===== src/hdl/pstb_fifo.sv =====
// Small register-based FIFO used between the limiter stages.
// Depends on nothing; payload is carried as a flat vector.
`timescale 1ns / 1ps

module pstb_fifo #(
  parameter int unsigned WIDTH = 8,
  parameter int unsigned DEPTH = 2
) (
  input  logic             clk_i,
  input  logic             rst_ni,
  input  logic             push_i,
  input  logic [WIDTH-1:0] data_i,
  output logic             full_o,
  input  logic             pop_i,
  output logic [WIDTH-1:0] data_o,
  output logic             empty_o
);

  localparam int unsigned PTR_W = (DEPTH > 1) ? $clog2(DEPTH) : 1;
  localparam int unsigned CNT_W = $clog2(DEPTH + 1);

  logic [WIDTH-1:0] mem_q [DEPTH];
  logic [PTR_W-1:0] wr_ptr_q, wr_ptr_d, rd_ptr_q, rd_ptr_d;
  logic [CNT_W-1:0] count_q, count_d;
  logic             do_push, do_pop;

  assign full_o  = (count_q == CNT_W'(DEPTH));
  assign empty_o = (count_q == '0);
  assign data_o  = mem_q[rd_ptr_q];
  assign do_push = push_i && !full_o;
  assign do_pop  = pop_i && !empty_o;

  always_comb begin
    wr_ptr_d = wr_ptr_q;
    rd_ptr_d = rd_ptr_q;
    count_d  = count_q;
    if (do_push) begin
      wr_ptr_d = (wr_ptr_q == PTR_W'(DEPTH - 1)) ? '0 : wr_ptr_q + 1'b1;
    end
    if (do_pop) begin
      rd_ptr_d = (rd_ptr_q == PTR_W'(DEPTH - 1)) ? '0 : rd_ptr_q + 1'b1;
    end
    if (do_push && !do_pop) begin
      count_d = count_q + 1'b1;
    end else if (do_pop && !do_push) begin
      count_d = count_q - 1'b1;
    end
  end

  always_ff @(posedge clk_i or negedge rst_ni) begin
    if (!rst_ni) begin
      wr_ptr_q <= '0;
      rd_ptr_q <= '0;
      count_q  <= '0;
    end else begin
      wr_ptr_q <= wr_ptr_d;
      rd_ptr_q <= rd_ptr_d;
      count_q  <= count_d;
    end
  end

  always_ff @(posedge clk_i) begin
    if (do_push) begin
      mem_q[wr_ptr_q] <= data_i;
    end
  end

endmodule


===== config.mk =====
export PLATFORM = sky130hd
export DESIGN_NAME = pstb_fifo
export DESIGN_NICKNAME = d
export VERILOG_FILES = /design/src/hdl/pstb_fifo.sv
export SDC_FILE = /design/constraint.sdc
export NUM_CORES = 1
export LEC_CHECK = 0
export BUFFER_PORTS_ARGS = -buffer_cell sky130_fd_sc_hd__buf_2
export CORE_ASPECT_RATIO = 0.7
export CORE_MARGIN = 2
export CORE_UTILIZATION = 36
export DETAILED_ROUTE_END_ITERATION = 10
export SETUP_SLACK_MARGIN = 0.5
export SYNTH_ARGS = -nofsm -noshare
export SYNTH_HDL_FRONTEND = slang
export SYNTH_SLANG_ARGS = --single-unit

===== constraint.sdc =====
create_clock -name clk_i -period 1.8 [get_ports clk_i]
set_clock_uncertainty 0.2 [all_clocks]
set_input_delay 0 -clock clk_i [delete_from_list [all_inputs] [get_ports clk_i]]
set_output_delay 0 -clock clk_i [all_outputs]
set_load 0.02 [all_outputs]

# Yosys cells after proc, flatten, opt, wreduce, memory -nomap -nowiden
# Memory sizes are Yosys's and may differ from the RTL's.
# Index checks and enable logic that the tools add are counted.
[totals]
regBits = 4
ramBits = 16
out_inout_bits = 10
elab_cells = 25
memories = 1
[classes]
add_sub_neg = 4
eq_ne = 1
n_mux = 6
n_reduce_logical = 10
[mem_list]
columns = ["memory", "words", "width", "read_ports", "rd_clocked_by_memory_dff", "write_ports", "line_no", "text"]
rows = [
  ["mem_q", 2, 8, 1, 0, 1, "22", "logic [WIDTH-1:0] mem_q [DEPTH];"],
]
[op_table]
columns = ["cell", "n"]
rows = [
  ["logical AND 1 bit", 4],
  ["zero test 1 bit", 4],
  ["2-to-1 mux 1 bit", 4],
  ["2-to-1 mux 2 bit", 2],
  ["adder 1 bit (second input constant)", 2],
  ["adder 2 x 1 -> 2 bit (second input constant)", 1],
  ["== test 2 bit (second input constant)", 1],
  ["zero test 2 bit", 1],
  ["nonzero test 2 bit", 1],
  ["subtractor 2 x 1 -> 2 bit (second input constant)", 1],
]

# Depth between registers and ports, before layout
# Gate-level depths: netlist of run 1.
[depth]
ltp_word = 7
mapped_depth = 7
mapped_depth_nobuf = 7

# Least setup slack after synthesis of run 1
# OpenSTA, ideal clock, no wires.
[synth_path]
kind = "register to register"
from = "register count_q[0]"
to = "memory mem_q[0][0] (enable)"
setup_ps = 370
t_arrival_ps = 1022
t_required_ps = 1230
slack_ps = 208
path_stages_with_launch = 4
path_buffers = 0
cell_sequence = "dfrtp_1 nand2b_1 nand2_2 nor2_1"
[synth_between]
elab_chain_len = 5
[synth_lines]
columns = ["element", "line_no", "text"]
rows = [
  ["start: declaration", "24", "logic [CNT_W-1:0] count_q, count_d;"],
  ["start signal: assignment", "58", "count_q <= count_d;"],
  ["== test 2 bit", "27", "assign full_o = (count_q == CNT_W'(DEPTH));"],
  ["zero test 1 bit", "30", "assign do_push = push_i && !full_o;"],
  ["logical AND 1 bit", "30", ""],
  ["2-to-1 mux 1 bit", "63", "if (do_push) begin"],
  ["2-to-1 mux 1 bit (not written as such)", "64", "mem_q[wr_ptr_q] <= data_i;"],
  ["end: declaration", "22", ""],
]
# No other way between the ends.

# Worst setup path after layout of run 1
[layout_path]
from = "register count_q[1]"
to = "register count_q[1]"
[layout_between]
elab_chain_len = 6
elab_cells_between_ends = 15
classes_between = "2 x add/sub; 1 x eq/ne; 2 x mux; 10 x reduce/logical"
[layout_lines]
columns = ["element", "line_no"]
rows = [
  ["== test 2 bit / zero test 2 bit (equally long branches)", "27, 28"],
  ["zero test 1 bit (on tied branches)", "30, 31"],
  ["logical AND 1 bit (on tied branches)", "30, 31"],
  ["zero test 1 bit (on tied branches)", "45, 43"],
  ["logical AND 1 bit (on tied branches)", "45, 43"],
  ["nonzero test 2 bit (no line) / 2-to-1 mux 2 bit (equally long branches)", "--"],
]
# Several ways; a longest one is shown, not always the timed one. The select of a mux whose other input is x is not followed.
# A chain may end at the register's enable or synchronous reset.

==> results.md, run 1 <==
- FMAX: 648 MHz
- Reg-to-reg critical path startpoint: count_q[1]$_DFFE_PN0P_
- Fin. max-slew vios: 0
- Warning count from the yosys run: 0
- Slew at the pin with the worst max-slew slack: 0.244 ns
- Synth Area per Inst: 17.8 sq um
- Final #Nets: 106
- Setup TNS Final: 0 ns
- Startpoint Class: flip-flop
- Clock-pin slew reported for the worst setup and hold paths after clock tree synthesis: 0.11 ns
- Required time of the critical path: 1.80 ns
- GRT overflow: 0
- Register-to-register setup slack: 0.26 ns
- Number of flip-flops and latches in the synthesized netlist: 20
- Worst-path maximum fanout: 3
- Met3 Resource Use GR: 6.40%
- Number of maximum-capacitance violations: 0
- Net count after synthesis: 57
- Drt total wl: 1.49 mm
- Number of diodes: 0
- Cell with the largest stage delay on the worst path: sky130_fd_sc_hd__dfrtp_2
- Initial cell density of the core: 37.2%
- Type of the worst min-delay path: in -> reg
- Count of flip-flops with a built-in enable after synthesis: 16
- Layer with the highest usage: met2
- Run status: completed
- Xor/xnor cell area share of the yosys netlist: 6.56%
- Multiplexer share of the synthesized area: 11.5%
- Pre-antenna DRT Iters: 2
- Path length in cells of the critical path: 5
- ANT nets after route: 0
- Power density cells: 1600 nW/um^2
- Static Leakage: 0.557 nW
- Top cells by count, synth: sky130_fd_sc_hd__edfxtp_1, sky130_fd_sc_hd__mux2_1, sky130_fd_sc_hd__dfrtp_1, sky130_fd_sc_hd__nor2_1
- Share of the clock period used by the worst path after layout: 85.8%
- Met2 Usage GRT: 18.9%
- Total Die Area: 2570 sq um
- Sequential element share of the synthesized area: 74.2%
- Number of port buffers: 21
- Remaining max-slew budget at the tightest pin: 83.7%
- Ys flop type: sky130_fd_sc_hd__edfxtp_1
- Die height: 43.0 microns
- R2r endpoint: count_q[1]$_DFFE_PN0P_
- Tot Pwr: 2.11 mW
- Number of DRC markers in iteration 0: 4
- Core Rows: 14
- Simple-gate share of the synthesized area: 3.84%
- Final hold violations: 0
- Final weighted congestion of routability-driven global placement: 0.666
- Final standard cell area without fillers: 1320 sq um
- Wire length of the first global-routing pass: 2.26 mm
- Fillers: 166
- CP dominant cell by count: sky130_fd_sc_hd__xor2_1
- Number of top-level design ports: 22
- Min Clock Period, post-route: 1.54 ns
- Antenna violations before repair: 0
- Routed wire per std cell: 12.8 microns
- Clk_lat worst skew: 0.30 ns
- Fraction of final layout cells sized beyond drive strength 1: 62.0%
- TritonCTS Sinks: 20
- Area contributors post-synth: sky130_fd_sc_hd__edfxtp_1, sky130_fd_sc_hd__dfrtp_1, sky130_fd_sc_hd__mux2_1
- Slowest stage delay, CP: 0.46 ns
- Cell area after synthesis: 782 sq um
- Start point of the critical path: count_q[1]$_DFFE_PN0P_
- Met1 Resource Use GR: 16.7%
- Post-Syn Instances: 44
- Synth Area in Compound Gates: 0.640%
- Unrepaired setup endpoints after global routing: yes
- Unique cell type count in the Yosys netlist: 15
- GRT Total Usage: 12.7%
- TritonCTS clock tree: done
- Area share of the leading cell type in the synthesized netlist: 61.4%
- Data arrival time of the critical path: 1.54 ns
- Count leader, synth: sky130_fd_sc_hd__edfxtp_1
- Worst-case clock buffer depth: 2
- VDD IR-drop max: 856 uV
- Number of H-tree levels: 1
- Number of buffer and inverter instances along the worst setup path: 0
- Root Buffer Master: sky130_fd_sc_hd__clkbuf_4
- Largest delay share family, worst path: flip-flops
- Launch instance of the worst min-delay path: data_i[1]
- Endpoint type of the worst setup path: flip-flop
- DP Area: 931 sq um
- Die span in x: 59.7 microns
- Via/cell ratio: 4.47
- Combinational family with the most area after synthesis: multiplexers
- Area Overhead vs Synth: 68.8%
- Maximum number of pins on one net before global-route repair: 12
- Worst-path cell chain: o21ai_2, ha_4, xor2_1, nor2_1, xor2_1
- Async set-reset flop share out of synthesis: 20.0%
- Cell accounting for the most synthesized area: sky130_fd_sc_hd__edfxtp_1
- Worst Setup Path Type: reg -> reg
- Worst hold path cell count: 2
- Detailed-route via count: 518
- Worst hold path endpoint: mem_q[1][1]$_DFFE_PP_
- Share of synthesized cell area in full adder, half adder and majority cells: 1.60%
- Reg2Reg Depth: 5
- Number of global-route vias before repair: 515
- Final setup fails: 0
- Number of remaining DRC errors: 0
- Half-perimeter wire length after placement: 839 microns
- Area of the placeable core: 2100 sq um
- Total clock buffers created by CTS: 3
[how the worst max path moves through the flow]
stage	end	slack, ns
floorplan	count_q[1]$_DFFE_PN0P_	0.30
global placement	count_q[1]$_DFFE_PN0P_	0.25
detailed placement	count_q[1]$_DFFE_PN0P_	0.21
CTS	data_o[0]	0.28
global route	count_q[1]$_DFFE_PN0P_	0.15
finish	count_q[1]$_DFFE_PN0P_	0.26
[power by group]
part / total (mW) / leakage (nW) / internal (mW) / switching [mW]
registers: 0.737 / 0.192 / 0.654 / 0.0831
clock network: 0.210 / 0.0154 / 0.0808 / 0.129
logic: 1.16 / 0.349 / 0.681 / 0.484
[cell usage in the layout (no fill, tap or decap), types with 2 or more instances in the layout]
master	n
sky130_fd_sc_hd__buf_6	19
sky130_fd_sc_hd__inv_2	2
sky130_fd_sc_hd__edfxtp_1	16
sky130_fd_sc_hd__mux2_4	6
sky130_fd_sc_hd__clkbuf_4	3
sky130_fd_sc_hd__mux2_2	2
sky130_fd_sc_hd__nor2_4	2
sky130_fd_sc_hd__buf_2	11
sky130_fd_sc_hd__xor2_1	2
sky130_fd_sc_hd__dfrtp_2	3
sky130_fd_sc_hd__buf_4	3
sky130_fd_sc_hd__xnor2_1	2
sky130_fd_sc_hd__dlygate4sd3_1	12
[stage by stage]
| stage | setup WS (ns) | instances | hold WS, ns | util (%) |
|---|---|---|---|---|
| finish | 0.256 | 116 | 0.214 | 62.8 |
| global route | 0.152 | 116 | 0.200 | 62.8 |
| CTS | 0.279 | 113 | 0.208 | 59.4 |
| detailed placement | 0.214 | 88 | -0.388 | 44.3 |
| global placement | 0.252 | 88 | -0.386 | 44.3 |
| floorplan | 0.299 | 44 | -0.496 | - |
[registers in the layout, indices dropped and copies added, names as in the netlist]
signal,flops
mem_q,16
wr_ptr_q,1
count_q,2
rd_ptr_q,1
[routing by layer]
metal	vias up	routed length, microns
met5	-	0
met3	3	86
met1	241	682
met4	0	16
li1	254	-
met2	20	703
[what timing repair did]
item,4_1_cts,5_1_grt
buffers inserted,9,3
pin swaps,3,4
gates resized for setup,32,14
endpoints found under the hold margin,31,0
setup endpoints to repair,27,29
hold buffers,12,0
[kinds of logic (layout without fill, tap and decap cells)]
kind of cell / count (synthesis) / count (layout)
DFF: 20 / 20
and+or+nand+nor: 6 / 6
adders and majority gates: 1 / 1
buffers and inverters: 3 / 51
muxes: 8 / 8
AOI/OAI and AO/OA: 1 / 1
xor gates and xnor gates: 5 / 5
[area by class of cell]
| class | instances | area (sq um) | share of cell area, % |
|---|---|---|---|
| Sequential cell | 20 | 584 | 44.3 |
| Timing Repair Buffer | 45 | 412 | 31.2 |
| Multi-Input combinational cell | 21 | 260 | 19.7 |
| Tap cell | 24 | 30.0 | 2.27 |
| Clock buffer | 3 | 22.5 | 1.71 |
| Inverter | 2 | 7.51 | 0.569 |
| Clock inverter | 1 | 3.75 | 0.284 |
Power figures use the tool's default switching activity.
==> run 2, diff against run 1 <==
==> constraint.sdc (replaced) <==
create_clock -name clk_i -period 1.9 [get_ports clk_i]
set_clock_uncertainty 0.2 [all_clocks]
set_input_delay 0 -clock clk_i [delete_from_list [all_inputs] [get_ports clk_i]]
set_output_delay 0 -clock clk_i [all_outputs]
set_load 0.02 [all_outputs]
==> run 2 against run 1 <==
Compared with the run above:
- via count decreased by 3.5%
- global-route usage decreased by 2.0 points
- cell area decreased by 3.6%
==> results.md, run 2 (synthesized netlist as in run 1, its figures left out) <==
- Half-perimeter wire length after placement: 803 microns
- Fillers: 152
- Core Rows: 14
- Die span in x: 59.7 microns
- Fraction of final layout cells sized beyond drive strength 1: 59.6%
- VDD IR-drop max: 1010 uV
- Maximum number of pins on one net before global-route repair: 12
- Antenna violations before repair: 0
- Total clock buffers created by CTS: 3
- Share of total power in sequential cells: 36.5%
- Slowest stage delay, CP: 0.39 ns
- Routed wire per std cell: 12.2 microns
- Via/cell ratio: 4.42
- Commonest non-fill, non-tap cells in the layout: sky130_fd_sc_hd__edfxtp_1, sky130_fd_sc_hd__dlygate4sd3_1, sky130_fd_sc_hd__buf_2
- Final hold violations: 0
- Register containing the most flip-flops in the final layout: mem_q
- ANT nets after route: 0
- Required time of the critical path: 1.89 ns
- Static Leakage: 0.540 nW
- Number of H-tree levels: 1
- Final weighted congestion of routability-driven global placement: 0.719
- Number of remaining DRC errors: 0
- Clk_lat worst skew: 0.29 ns
- Final setup fails: 0
- Endpoint type of the worst setup path: flip-flop
- Worst-path maximum fanout: 2
- Share of the clock period used by the worst path after layout: 79.9%
- Switching power of the nets: 0.634 mW
- Clock network fraction of design power: 10.4%
- Number of global-route vias before repair: 419
- GRT Total Usage: 10.7%
- Clock-pin slew reported for the worst setup and hold paths after clock tree synthesis: 0.10 ns
- Worst-path cell chain: buf_4, o21ai_4, ha_4, xor2_2, nor2_2, xor2_1
- Cell-internal power: 1.25 mW
- Number of placed cells counting well taps: 88
- TritonCTS clock tree: done
- Startpoint Class: flip-flop
- Register-to-register setup slack: 0.38 ns
- Largest registers in the final layout: mem_q x16, count_q x2
- Slew at the pin with the worst max-slew slack: 0.255 ns
- Area Overhead vs Synth: 62.7%
- Cell with the largest stage delay on the worst path: sky130_fd_sc_hd__dfrtp_1
- Die height: 43.0 microns
- Number of port buffers: 21
- Number of top-level design ports: 22
- Wire length of the first global-routing pass: 1.86 mm
- GRT overflow: 0
- Final core utilization: 60.5%
- TritonCTS Sinks: 20
- Area of the placeable core: 2100 sq um
- Type of the worst min-delay path: in -> reg
- Remaining max-slew budget at the tightest pin: 83.0%
- Final #Nets: 103
- Worst-case clock buffer depth: 2
- Sw Ratio: 33.6%
- Max reg flops: 16
- Worst Setup Path Type: reg -> reg
- Power density cells: 1480 nW/um^2
- Finished Layout Cells: 113
- Total Die Area: 2570 sq um
- Run status: completed
- Number of diodes: 0
- Pre-antenna DRT Iters: 2
- Initial cell density of the core: 37.2%
- Unrepaired setup endpoints after global routing: yes
- Drt total wl: 1.38 mm
- Setup TNS Final: 0 ns
- Worst hold margin: 0.223 ns
- Data arrival time of the critical path: 1.51 ns
- Min Clock Period, post-route: 1.52 ns
- FMAX: 659 MHz
- Detailed-route via count: 500
- Number of maximum-capacitance violations: 0
- Comb pwr share: 53.1%
- Leading cell type in the layout, fill and taps excluded: sky130_fd_sc_hd__edfxtp_1
- Fin. max-slew vios: 0
- Number of DRC markers in iteration 0: 7
- Root Buffer Master: sky130_fd_sc_hd__clkbuf_4
-- run 2: cell types whose count changed in the layout (fill, tap and decap cells not counted), sizes merged --
cell and delta:
buf -3
-- run 2: through the flow --
step | area, sq um | total power, mW | worst slack, ns
finish | 1270 | 1.89 | 0.382
CTS | 1140 | 1.61 | 0.367
detailed placement | 931 | 1.28 | 0.302
floorplan | 801 | 1.12 | 0.399
global route | 1270 | 1.98 | 0.319
global placement | 931 | 1.27 | 0.286
-- run 2: worst paths after layout --
check	from	endpoint	cells after the start
setup reg to reg	count_q[0]$_DFFE_PN0P_	count_q[1]$_DFFE_PN0P_	6
setup / recovery	count_q[0]$_DFFE_PN0P_	count_q[1]$_DFFE_PN0P_	6
max in group asynchronous	rst_ni	rd_ptr_q$_DFFE_PN0P_	3
hold reg to reg	wr_ptr_q$_DFFE_PN0N_	wr_ptr_q$_DFFE_PN0N_	1
min in group asynchronous	rst_ni	count_q[0]$_DFFE_PN0P_	3
hold / removal	data_i[7]	mem_q[0][7]$_DFFE_PP_	2
-- run 2: worst max-delay path: cells and delay by family, from the launching register on --
| family | cells | cell delay (ns) |
|---|---|---|
| simple gates | 1 | 0.06 |
| buf+inv | 1 | 0.15 |
| fa+ha+maj | 1 | 0.16 |
| flops | 1 | 0.39 |
| xor+xnor | 2 | 0.29 |
| compound gates | 1 | 0.17 |
-- run 2: power groups by stage --
stage,Clock [mW],Combinational [mW],Sequential [mW]
floorplan,0,0.448,0.676
global placement,0,0.549,0.726
detailed placement,0,0.549,0.728
CTS,0.203,0.693,0.717
global route,0.220,1.06,0.699
finish,0.196,1.00,0.689
-- run 2: routing by layer --
layer / part of all wire (%) / GRT usage, %
met1: 47 / 14.3
met5: 0 / 0
met2: 46 / 14.1
met4: 0.58 / 4.00
met3: 5.9 / 6.10
-- run 2: final cells by class --
type,instances,area [sq um],area share (%)
Clock inverter,1,3.75,0.295
Tap cell,24,30.0,2.36
Timing Repair Buffer,42,353,27.7
Multi-Input combinational cell,21,270,21.2
Inverter,2,10.0,0.787
Sequential cell,20,583,45.8
Clock buffer,3,22.5,1.77
-- run 2: timing repair --
item	in CTS	in global routing
hold buffers	12	0
pin swaps	5	7
setup endpoints to repair	26	27
buffers inserted	5	4
endpoints found under the hold margin	23	0
resized for setup	6	31
