**config.mk**
```make
export PLATFORM = sky130hd
export DESIGN_NAME = pstb_front
export DESIGN_NICKNAME = d
export VERILOG_FILES = /design/src/hdl/pstb_pkg.sv /design/src/hdl/pstb_front.sv
export SDC_FILE = /design/constraint.sdc
export NUM_CORES = 1
export LEC_CHECK = 0
export BUFFER_PORTS_ARGS = -buffer_cell sky130_fd_sc_hd__buf_4
export CELL_PAD_IN_SITES_DETAIL_PLACEMENT = 0
export CELL_PAD_IN_SITES_GLOBAL_PLACEMENT = 1
export CORE_ASPECT_RATIO = 0.5
export CORE_MARGIN = 8
export CORE_UTILIZATION = 42
export CTS_CLUSTER_DIAMETER = 40
export DETAILED_ROUTE_END_ITERATION = 16
export PLACE_DENSITY = 0.9
export SYNTH_ARGS = -nofsm -noshare
export SYNTH_HDL_FRONTEND = slang
export SYNTH_SLANG_ARGS = --single-unit
```
**constraint.sdc**
```tcl
create_clock -name clk_i -period 1.6 [get_ports clk_i]
set_input_delay 0.32 -clock clk_i [delete_from_list [all_inputs] [get_ports clk_i]]
set_output_delay 0.32 -clock clk_i [all_outputs]
set_load 0.01 [all_outputs]
```
**src/hdl/pstb_pkg.sv**
```systemverilog
// Package for the per-source token bucket limiter: request/result payloads,
// configuration register codes and the fixed constants of the refill math.
// No dependencies.
`timescale 1ns / 1ps

package pstb_pkg;

  localparam int unsigned CFG_IDX_W  = 2;
  localparam int unsigned CFG_DATA_W = 32;
  localparam int unsigned RATE_W     = 30;
  localparam int unsigned ELAPSED_W  = 34;  // holds up to 10 s in ns
  localparam int unsigned QUOT_W     = 34;  // refill count before clamping

  localparam logic [RATE_W-1:0]    NS_PER_SEC     = 30'd1000000000;
  localparam logic [ELAPSED_W-1:0] MAX_ELAPSED_NS = 34'd10000000000;

  typedef enum logic [CFG_IDX_W-1:0] {
    CFG_ENABLE = 2'd0,
    CFG_RATE   = 2'd1,
    CFG_BURST  = 2'd2
  } cfg_reg_e;

  typedef struct packed {
    logic [31:0] source_addr;
    logic [63:0] now_ns;
  } req_t;

  typedef struct packed {
    logic        exceeded;
    logic [31:0] tokens_left;
  } res_t;

  typedef struct packed {
    logic              limiter_enabled;
    logic [RATE_W-1:0] refill_rate;
    logic [31:0]       burst_size;
  } cfg_t;

  // Request after classification, as handed from front end to bucket engine.
  typedef struct packed {
    req_t req;
    logic bypass;
  } job_t;

  // One bucket store row.
  typedef struct packed {
    logic        valid;
    logic [31:0] tag;
    logic [31:0] tokens;
    logic [63:0] last_time;
  } entry_t;

endpackage

```
**src/hdl/pstb_front.sv**
```systemverilog
// Front end of the limiter: takes requests, marks bypass when limiting is off
// and maps the source address to its bucket slot (address mod NUM_BUCKETS).
// Depends on pstb_pkg.
`timescale 1ns / 1ps

module pstb_front #(
  parameter int unsigned NUM_BUCKETS = 1024
) (
  input  logic                           clk_i,
  input  logic                           rst_ni,
  input  logic                           hold_i,
  input  logic                           enabled_i,
  input  logic                           push_i,
  input  pstb_pkg::req_t                 req_i,
  output logic                           full_o,
  output logic                           job_valid_o,
  output pstb_pkg::job_t                 job_o,
  output logic [$clog2(NUM_BUCKETS)-1:0] slot_o,
  input  logic                           job_ready_i
);

  localparam int unsigned IDX_W = $clog2(NUM_BUCKETS);
  // floor(a / N) == (a * RECIP) >> SHIFT, exact for every 32-bit a
  localparam int unsigned SHIFT       = 32 + IDX_W;
  localparam logic [64:0] RECIP_FULL  =
    ((65'd1 << SHIFT) + 65'(NUM_BUCKETS) - 65'd1) / 65'(NUM_BUCKETS);
  localparam logic [32:0] RECIP       = RECIP_FULL[32:0];

  logic           a_valid_q, a_valid_d, b_valid_q, b_valid_d;
  pstb_pkg::job_t a_job_q, b_job_q;
  logic [31:0]    a_quot_q;
  logic [IDX_W-1:0] b_slot_q;
  logic           advance, accept;
  logic [64:0]    recip_prod;
  logic [31:0]    quot_in, rem32;

  assign advance = !b_valid_q || job_ready_i;
  assign full_o  = hold_i || (a_valid_q && !advance);
  assign accept  = push_i && !full_o;

  assign recip_prod = 65'(req_i.source_addr) * 65'(RECIP);
  assign quot_in    = 32'(recip_prod >> SHIFT);
  assign rem32      = a_job_q.req.source_addr - 32'(64'(a_quot_q) * 64'(NUM_BUCKETS));

  assign a_valid_d = accept || (a_valid_q && !advance);
  assign b_valid_d = (a_valid_q && advance) || (b_valid_q && !job_ready_i);

  always_ff @(posedge clk_i or negedge rst_ni) begin
    if (!rst_ni) begin
      a_valid_q <= 1'b0;
      b_valid_q <= 1'b0;
      a_job_q   <= '0;
      a_quot_q  <= '0;
      b_job_q   <= '0;
      b_slot_q  <= '0;
    end else begin
      a_valid_q <= a_valid_d;
      b_valid_q <= b_valid_d;
      if (accept) begin
        a_job_q.req    <= req_i;
        a_job_q.bypass <= !enabled_i;
        a_quot_q       <= quot_in;
      end
      if (a_valid_q && advance) begin
        b_job_q  <= a_job_q;
        b_slot_q <= rem32[IDX_W-1:0];
      end
    end
  end

  assign job_valid_o = b_valid_q;
  assign job_o       = b_job_q;
  assign slot_o      = b_slot_q;

endmodule

```
# Yosys cells after proc, flatten, opt, wreduce, memory -nomap -nowiden
# Index checks and enable logic that the tools add are counted.
[word_totals]
ff_bits = 206
inputBits = 102
output_inout_bits = 109
elab_cells = 23
[classes]
n_addsub = 1
n_reduce_logical = 13
[op_table]
columns = ["cell", "count"]
rows = [
  ["subtractor 10 x 1 -> 10 bit (second input constant)", 1],
  ["logical NOT 1 bit", 5],
  ["logical AND 1 bit", 4],
  ["logical OR 1 bit", 4],
]

# Depth between registers and ports, before layout
# Gate-level depths: netlist (run 1).
[logic_depth]
ltp_word = 8
depth_mapped = 5
depth_no_buf = 3

# Least setup slack after synthesis (run 1)
# Ideal clock, no wire load.
[synth_timing]
path_kind = "register to register"
from = "register b_valid_q, in the netlist job_valid_o"
to = "register a_job_q[55] (netlist name)"
setup_ns = 0.127
arrival_time_ns = 1.406
required_time_ns = 1.473
slack_ns = 0.067
path_stages_with_launch = 6
n_path_buf = 2
period_less_slack_ns = 1.533
cell_sequence = "dfrtp_1 > and3b_2 > nor2_4 > buf_6 > buf_6 > mux2_1"
[synth_via]
elab_chain_cells = 7
[synth_lines]
columns = ["item", "line", "text"]
rows = [
  ["from (decl)", "pstb_front.sv:29", "logic a_valid_q, a_valid_d, b_valid_q, b_valid_d;"],
  ["from (signal assigned)", "pstb_front.sv:58", "b_valid_q <= b_valid_d;"],
  ["logical NOT 1 bit", "pstb_front.sv:37", "assign advance = !b_valid_q || job_ready_i;"],
  ["logical OR 1 bit", "pstb_front.sv:37", ""],
  ["logical NOT 1 bit", "pstb_front.sv:38", "assign full_o = hold_i || (a_valid_q && !advance);"],
  ["logical AND 1 bit", "pstb_front.sv:38", ""],
  ["logical OR 1 bit", "pstb_front.sv:38", ""],
  ["logical NOT 1 bit", "pstb_front.sv:39", "assign accept = push_i && !full_o;"],
  ["logical AND 1 bit", "pstb_front.sv:39", ""],
  ["to (decl)", "pstb_front.sv:30", "pstb_pkg::job_t a_job_q, b_job_q;"],
]
# Every way passes these cells.
# A chain may end at the register's enable or synchronous reset.

# Final worst setup path (run 1)
[layout_timing]
from = "register a_valid_q"
to = "output port full_o"
[layout_via]
elab_chain_cells = 2
[layout_lines]
columns = ["item", "line", "text"]
rows = [
  ["from (decl)", "pstb_front.sv:29", ""],
  ["from (signal assigned)", "pstb_front.sv:57", "a_valid_q <= a_valid_d;"],
  ["logical AND 1 bit", "pstb_front.sv:38", ""],
  ["logical OR 1 bit", "pstb_front.sv:38", ""],
  ["to (decl)", "pstb_front.sv:15", "output logic full_o,"],
]
# Every way passes these cells.

==> results of run 1 <==
==> layout make-up <==
type                       instances  area, um2  share of cell area (%)
sequential                       196       4900                    45.9
multi-input combinational        203       2610                    24.4
timing repair buffer             254       2290                    21.4
clock buffer                      20        457                    4.27
tap                              234        293                    2.74
clock inverter                    12        140                    1.31
==> layer usage <==
layer / track usage [%] / wire length (um) / part of all wire, %
met5: 0 / 0 / 0
met2: 27.8 / 10100 / 55
met3: 3.44 / 680 / 3.7
met4: 4.68 / 310 / 1.7
met1: 16.4 / 7190 / 39
==> flip-flops by register name (all words and copies together) (netlist names) <==
register / cells
a_job_q: 97
a_valid_q: 1
job_o: 88
job_valid_o: 1
slot_o: 9
==> Yosys cell counts <==
| library cell | n | area, um2 |
|---|---|---|
| dfrtp_1 | 196 | 4900 |
| mux2_2 | 153 | 1720 |
| mux2_1 | 40 | 450 |
| buf_4 | 14 | 105 |
| buf_2 | 11 | 55.1 |
| buf_6 | 5 | 56.3 |
| nand2b_1 | 4 | 25.0 |
| and3b_2 | 1 | 10.0 |
| nand2_1 | 1 | 3.75 |
| nor2_4 | 1 | 11.3 |
| o21ai_0 | 1 | 5.00 |
| o31ai_1 | 1 | 7.51 |
| or2_2 | 1 | 6.26 |
==> kinds of logic after synthesis <==
kind of cell    Yosys count  synth area share [%]
simple gates              8                 0.765
flops                   196                  66.6
mux                     193                  29.5
compound gates            2                 0.170
buf+inv                  30                  2.94
==> power by group through the flow <==
stage          Sequential, mW  Combinational, mW  Clock, mW
2_1_floorplan            7.21               1.44          0
3_3_place_gp             6.87               3.85          0
3_5_place_dp             6.95               3.95          0
4_1_cts                  6.87               4.05       4.37
5_1_grt                  7.04               4.57       4.58
6_report                 6.88               4.31       4.28
==> worst max-delay path: stages (launching register included) <==
cell	delay, ns
dfrtp_1	0.38
and3b_2	0.23
buf_6	0.12
or2_4	0.22
buf_6	0.12
==> how the worst min path moves through the flow <==
stage | cells past startpoint | end
after global routing | 2 | a_job_q[0]$_DFFE_PN0P_
final | 2 | a_job_q[0]$_DFFE_PN0P_
after global placement | 1 | job_o[39]$_DFFE_PN0P_
after CTS | 2 | a_job_q[0]$_DFFE_PN0P_
after detailed placement | 1 | a_job_q[39]$_DFFE_PN0P_
after floorplan | 0 | a_job_q[0]$_DFFE_PN0P_
==> metrics by stage <==
stage | TNS (ns) | utilization (%) | std cells | setup slack (ns)
after floorplan | 0 | - | 429 | 0.0669
after global placement | 0 | 54.3 | 868 | 0.0483
after detailed placement | 0 | 54.3 | 868 | 0.00424
after CTS | -2.16 | 58.6 | 904 | -0.214
after global routing | -15.89 | 61.9 | 919 | -0.242
final | -12.81 | 61.9 | 919 | -0.205
==> repair_timing <==
action,4_1_cts,5_1_grt
cloned,0,9
endpoints found under the setup margin,1,92
endpoints found under the hold margin,37,0
hold buffers,1,0
gates resized for setup,31,80
pin swaps,2,0
setup buffers,3,6
==> results.yml, run 1 <==
detailed_routing:
  drt_iter0_drc: 157
  drtPass1Iterations: 4
  wl_per_cell_um: 19.9
  drt.antenna.violating_nets: 0
  drt-total-wl_um: 18300
  vias_per_cell: 4.77
  drc: 0
  num_vias: 4386
floorplanning:
  dieArea_mm2: 0.0223
  fp.dieH_um: 110
  core_area_mm2: 0.0173
  start_util_pct: 42.6
  die_x_um: 203
  num_rows: 34
  pin_count: 211
clock_tree:
  cts_max_level: 4
  root_buffer: "clkbuf_16"
  worstSkewPairLatency_ns: 0.42
  cts_buffers: 17
  clkSinkCount: 196
  ctsLongestPathBuffers: 2
  cts.reportedPaths.clkPinSlew_ns: 0.08
  cts_tree: "done"
global_routing:
  grt_pass1_wl_um: 25700
  grt_antenna_before_repair: 0
  grt_max_degree: 55
  gr-total-overflow: 0
  grt_pass1_vias: 4675
  track_usage_pct: 14.7
setup_path:
  crit_path_end_kind: "output pin"
  cp-start-kind: "flop"
  critPathLaunch: "a_valid_q$_DFF_PN0_"
  reg2reg_from: "a_valid_q$_DFF_PN0_"
  critPathMaxFanout: 2
  r2r-end: "a_job_q[28]$_DFFE_PN0P_"
  rrSetupSlack_ns: -0.18
  reg2reg_depth: 7
  crit_end: "full_o"
  worst_ep_required_time_ns: 1.28
  worstPathArrival_ns: 1.48
  critPathKind: "flop to output pin"
pwr:
  leakagePower_nw: 5.11
  p_sw_share_pct: 27.9
  finalPower_mw: 15.5
  comb_power_share_pct: 27.9
  clock_power_share_pct: 27.6
  internal_power_mw: 11.2
  power.switching_mw: 4.31
  p_per_area_mw_per_mm2: 1450
  ir_drop_uv: 903
  p_seq_share_pct: 44.5
synth:
  seq_area_frac_synth_pct: 66.6
  synth_cell_types: 13
  syn_avg_cell_area_um2: 17.2
  syn-num-nets: 531
  yosys_register_bits: 196
  synth.cell_area_mm2: 0.00736
  syn_inst: 429
  yosysWarnings: 0
layout:
  final_cell_mix: "buf_4 (220), dfrtp_1 (196), mux2_2 (99), mux2_4 (93), clkbuf_16 (25)"
  final_area_mm2: 0.0107
  nets: 774
  antenna_cells: 0
  num-fill-cells: 1253
  mostFrequentLayoutCell: "buf_4"
  areaGrowthSynthToFinish_pct: 45.2
  layout-drive-gt1-share_pct: 70.1
sta:
  clock-skew-final_ns: 0.0144
  slew_headroom_pct: 74.9
  grt_setup_unrepaired: "true"
  min_period_ns: 1.80
  worstMarginPinSlew_ns: 0.376
  finalSetupViolations: 97
  fin_crit_sh_pct: 113
  max_freq_ghz: 0.554
  hold_viol: 0
  hold_slack_ns: 0.0716
  drv_slew: 0
  fin_ws_ns: -0.205
placement:
  place_congestion: 0.760
  post_dp_cell_area_mm2: 0.00938
  port_buffers: 210
  hpwl_um: 12200
worst_hold_path:
  min_from: "enabled_i"
  hold_path.class: "input port to flop"
outcome:
  status: "finished, violations left"
  violations: "negative setup slack"
run:
  cap_viol_max_count: 0
Power figures use the tool's default switching activity.
==> run 2: changes to the inputs <==
--- a/config.mk
+++ b/config.mk
@@ -12,6 +12,7 @@
 export CORE_MARGIN = 8
 export CORE_UTILIZATION = 42
 export CTS_CLUSTER_DIAMETER = 40
+export CTS_CLUSTER_SIZE = 16
 export DETAILED_ROUTE_END_ITERATION = 16
 export PLACE_DENSITY = 0.9
 export SYNTH_ARGS = -nofsm -noshare
==> constraint.sdc (replaced) <==
create_clock -name clk_i -period 1.9 [get_ports clk_i]
set_input_delay 0.38 -clock clk_i [delete_from_list [all_inputs] [get_ports clk_i]]
set_output_delay 0.38 -clock clk_i [all_outputs]
set_load 0.01 [all_outputs]
==> run 2 against run 1 <==
Non-clock buffer count decreased by 31. Total power decreased by 20%. Global-route usage decreased by 0.29 points. Flip-flop and latch count unchanged. Setup slack improved by 0.27 ns. The run now ends clean. Sequential share of layout area grew 4.1 points.
==> results.yml, run 2 (synthesized netlist as in run 1, its figures left out) <==
floorplanning:
  die_x_um: 203
  dieArea_mm2: 0.0223
  pin_count: 211
  core_area_mm2: 0.0173
  num_rows: 34
  start_util_pct: 42.6
  fp.dieH_um: 110
layout:
  final_util_pct: 56.8
  final_area_mm2: 0.00981
  antenna_cells: 0
  nets: 743
  final_cell_mix: "buf_4 (212), dfrtp_1 (196), mux2_2 (153), mux2_1 (40), clkbuf_16 (17)"
  num-fill-cells: 1431
  layout-drive-gt1-share_pct: 62.8
  mostFrequentLayoutCell: "buf_4"
  largest_register_ffs: 97
  areaGrowthSynthToFinish_pct: 33.3
  largest_register: "a_job_q"
sta:
  worstMarginPinSlew_ns: 0.413
  final.setup.tns_ns: 0
  max_freq_ghz: 0.545
  grt_setup_unrepaired: "false"
  finalSetupViolations: 0
  fin_crit_sh_pct: 96.6
  hold_viol: 0
  slew_headroom_pct: 72.5
  min_period_ns: 1.84
  drv_slew: 0
  clock-skew-final_ns: 0.0116
setup_path:
  worst_ep_required_time_ns: 1.52
  slowest_stage: "dfrtp_1"
  r2r-end: "a_job_q[61]$_DFFE_PN0P_"
  cp-start-kind: "flop"
  reg2reg_depth: 5
  path_buf_inv: 1
  worstPathArrival_ns: 1.46
  crit_path_end_kind: "output pin"
  critPathMaxFanout: 3
  max_stage_delay_ns: 0.40
  worstPathCellList: "and3b_2 > or2_2 > buf_4"
  reg2reg_from: "a_valid_q$_DFF_PN0_"
  rrSetupSlack_ns: 0.14
  critPathKind: "flop to output pin"
  cp_top_family: "simple AND/OR/NAND/NOR gates"
worst_hold_path:
  hold_depth: 2
  min_to: "a_job_q[0]$_DFFE_PN0P_"
  hold_path.class: "input port to flop"
  min_from: "enabled_i"
pwr:
  ir_drop_uv: 719
  p_per_area_mw_per_mm2: 1260
  leakagePower_nw: 4.53
detailed_routing:
  wl_per_cell_um: 17.8
  drt-total-wl_um: 15800
  num_vias: 4222
  vias_per_cell: 4.76
  drtPass1Iterations: 4
  drt_iter0_drc: 105
  drc: 0
  drt.antenna.violating_nets: 0
clock_tree:
  cts_buffers: 17
  cts_max_level: 4
  ctsLongestPathBuffers: 2
  worstSkewPairLatency_ns: 0.42
  root_buffer: "clkbuf_16"
  clkSinkCount: 196
  cts.reportedPaths.clkPinSlew_ns: 0.08
  cts_tree: "done"
global_routing:
  grt_pass1_wl_um: 25100
  grt_pass1_vias: 4602
  track_usage_pct: 14.4
  gr-total-overflow: 0
  grt_antenna_before_repair: 0
  grt_max_degree: 56
placement:
  place_congestion: 0.735
  port_buffers: 210
  post_dp_cell_area_mm2: 0.00922
  hpwl_um: 11800
run:
  cap_viol_max_count: 0
outcome:
  status: "finished, final reports clean"
## run 2: cell count changes in the layout (fill, tap and decap cells not counted), moves of 3 or more
| cell | before | now |
|---|---|---|
| buf_8 | 5 | 0 |
| mux2_2 | 99 | 153 |
| clkbuf_16 | 25 | 17 |
| mux2_1 | 1 | 40 |
| buf_4 | 220 | 212 |
| buf_6 | 6 | 0 |
| mux2_4 | 93 | 0 |
| buf_12 | 12 | 9 |
## run 2: worst max path at each step
stage | start | end | slack, ns | cells after the start
after detailed placement | job_ready_i | a_job_q[27]$_DFFE_PN0P_ | 0.20 | 5
final | a_valid_q$_DFF_PN0_ | full_o | 0.06 | 3
after global placement | job_ready_i | a_job_q[17]$_DFFE_PN0P_ | 0.22 | 5
after floorplan | job_valid_o$_DFF_PN0_ | a_job_q[55]$_DFFE_PN0P_ | 0.37 | 5
after CTS | a_valid_q$_DFF_PN0_ | full_o | 0.01 | 3
after global routing | a_valid_q$_DFF_PN0_ | full_o | 0.01 | 3
## run 2: cell type report
class                   count  area [um2]  area share, %
flip-flops and latches    196        4900           50.0
multi-input cells         203        2250           22.9
repair buffers            223        1800           18.3
clock buffers              17         425           4.34
well taps                 234         293           2.98
clock inverters            14         145           1.48
## run 2: routing by layer
| metal | GRT usage, % | routed length, um | share of wire, % |
|---|---|---|---|
| met4 | 6.23 | 386 | 2.4 |
| met1 | 15.6 | 6000 | 38 |
| met3 | 3.62 | 622 | 3.9 |
| met2 | 26.9 | 8790 | 56 |
| met5 | 0 | 0 | 0 |
## run 2: repair_timing
| item | 4_1_cts | 5_1_grt |
|---|---|---|
| endpoints found under the hold margin | 45 | 0 |
| gates resized for setup | 0 | 0 |
| setup buffers | 1 | 1 |
| hold buffers | 1 | 0 |
| endpoints found under the setup margin | 1 | 1 |
| pin swaps | 1 | 0 |
| cloned | 0 | 0 |
## run 2: metrics by stage
| stage | hold WS, ns | worst slack, ns | std cells | total power, mW |
|---|---|---|---|---|
| 6_report | 0.141 | 0.0649 | 887 | 12.4 |
| 5_1_grt | 0.106 | 0.0133 | 887 | 13.1 |
| 4_1_cts | 0.119 | 0.0134 | 886 | 12.6 |
| 3_5_place_dp | 0.358 | 0.200 | 853 | 9.12 |
| 3_3_place_gp | 0.358 | 0.217 | 853 | 8.98 |
| 2_1_floorplan | 0.0844 | 0.367 | 429 | 7.28 |
## run 2: report_power, final
part           internal [mW]  total [mW]  switching (mW)
combinational           1.90        3.18            1.27
clock                   1.85        3.46            1.61
sequential              5.21        5.77           0.553
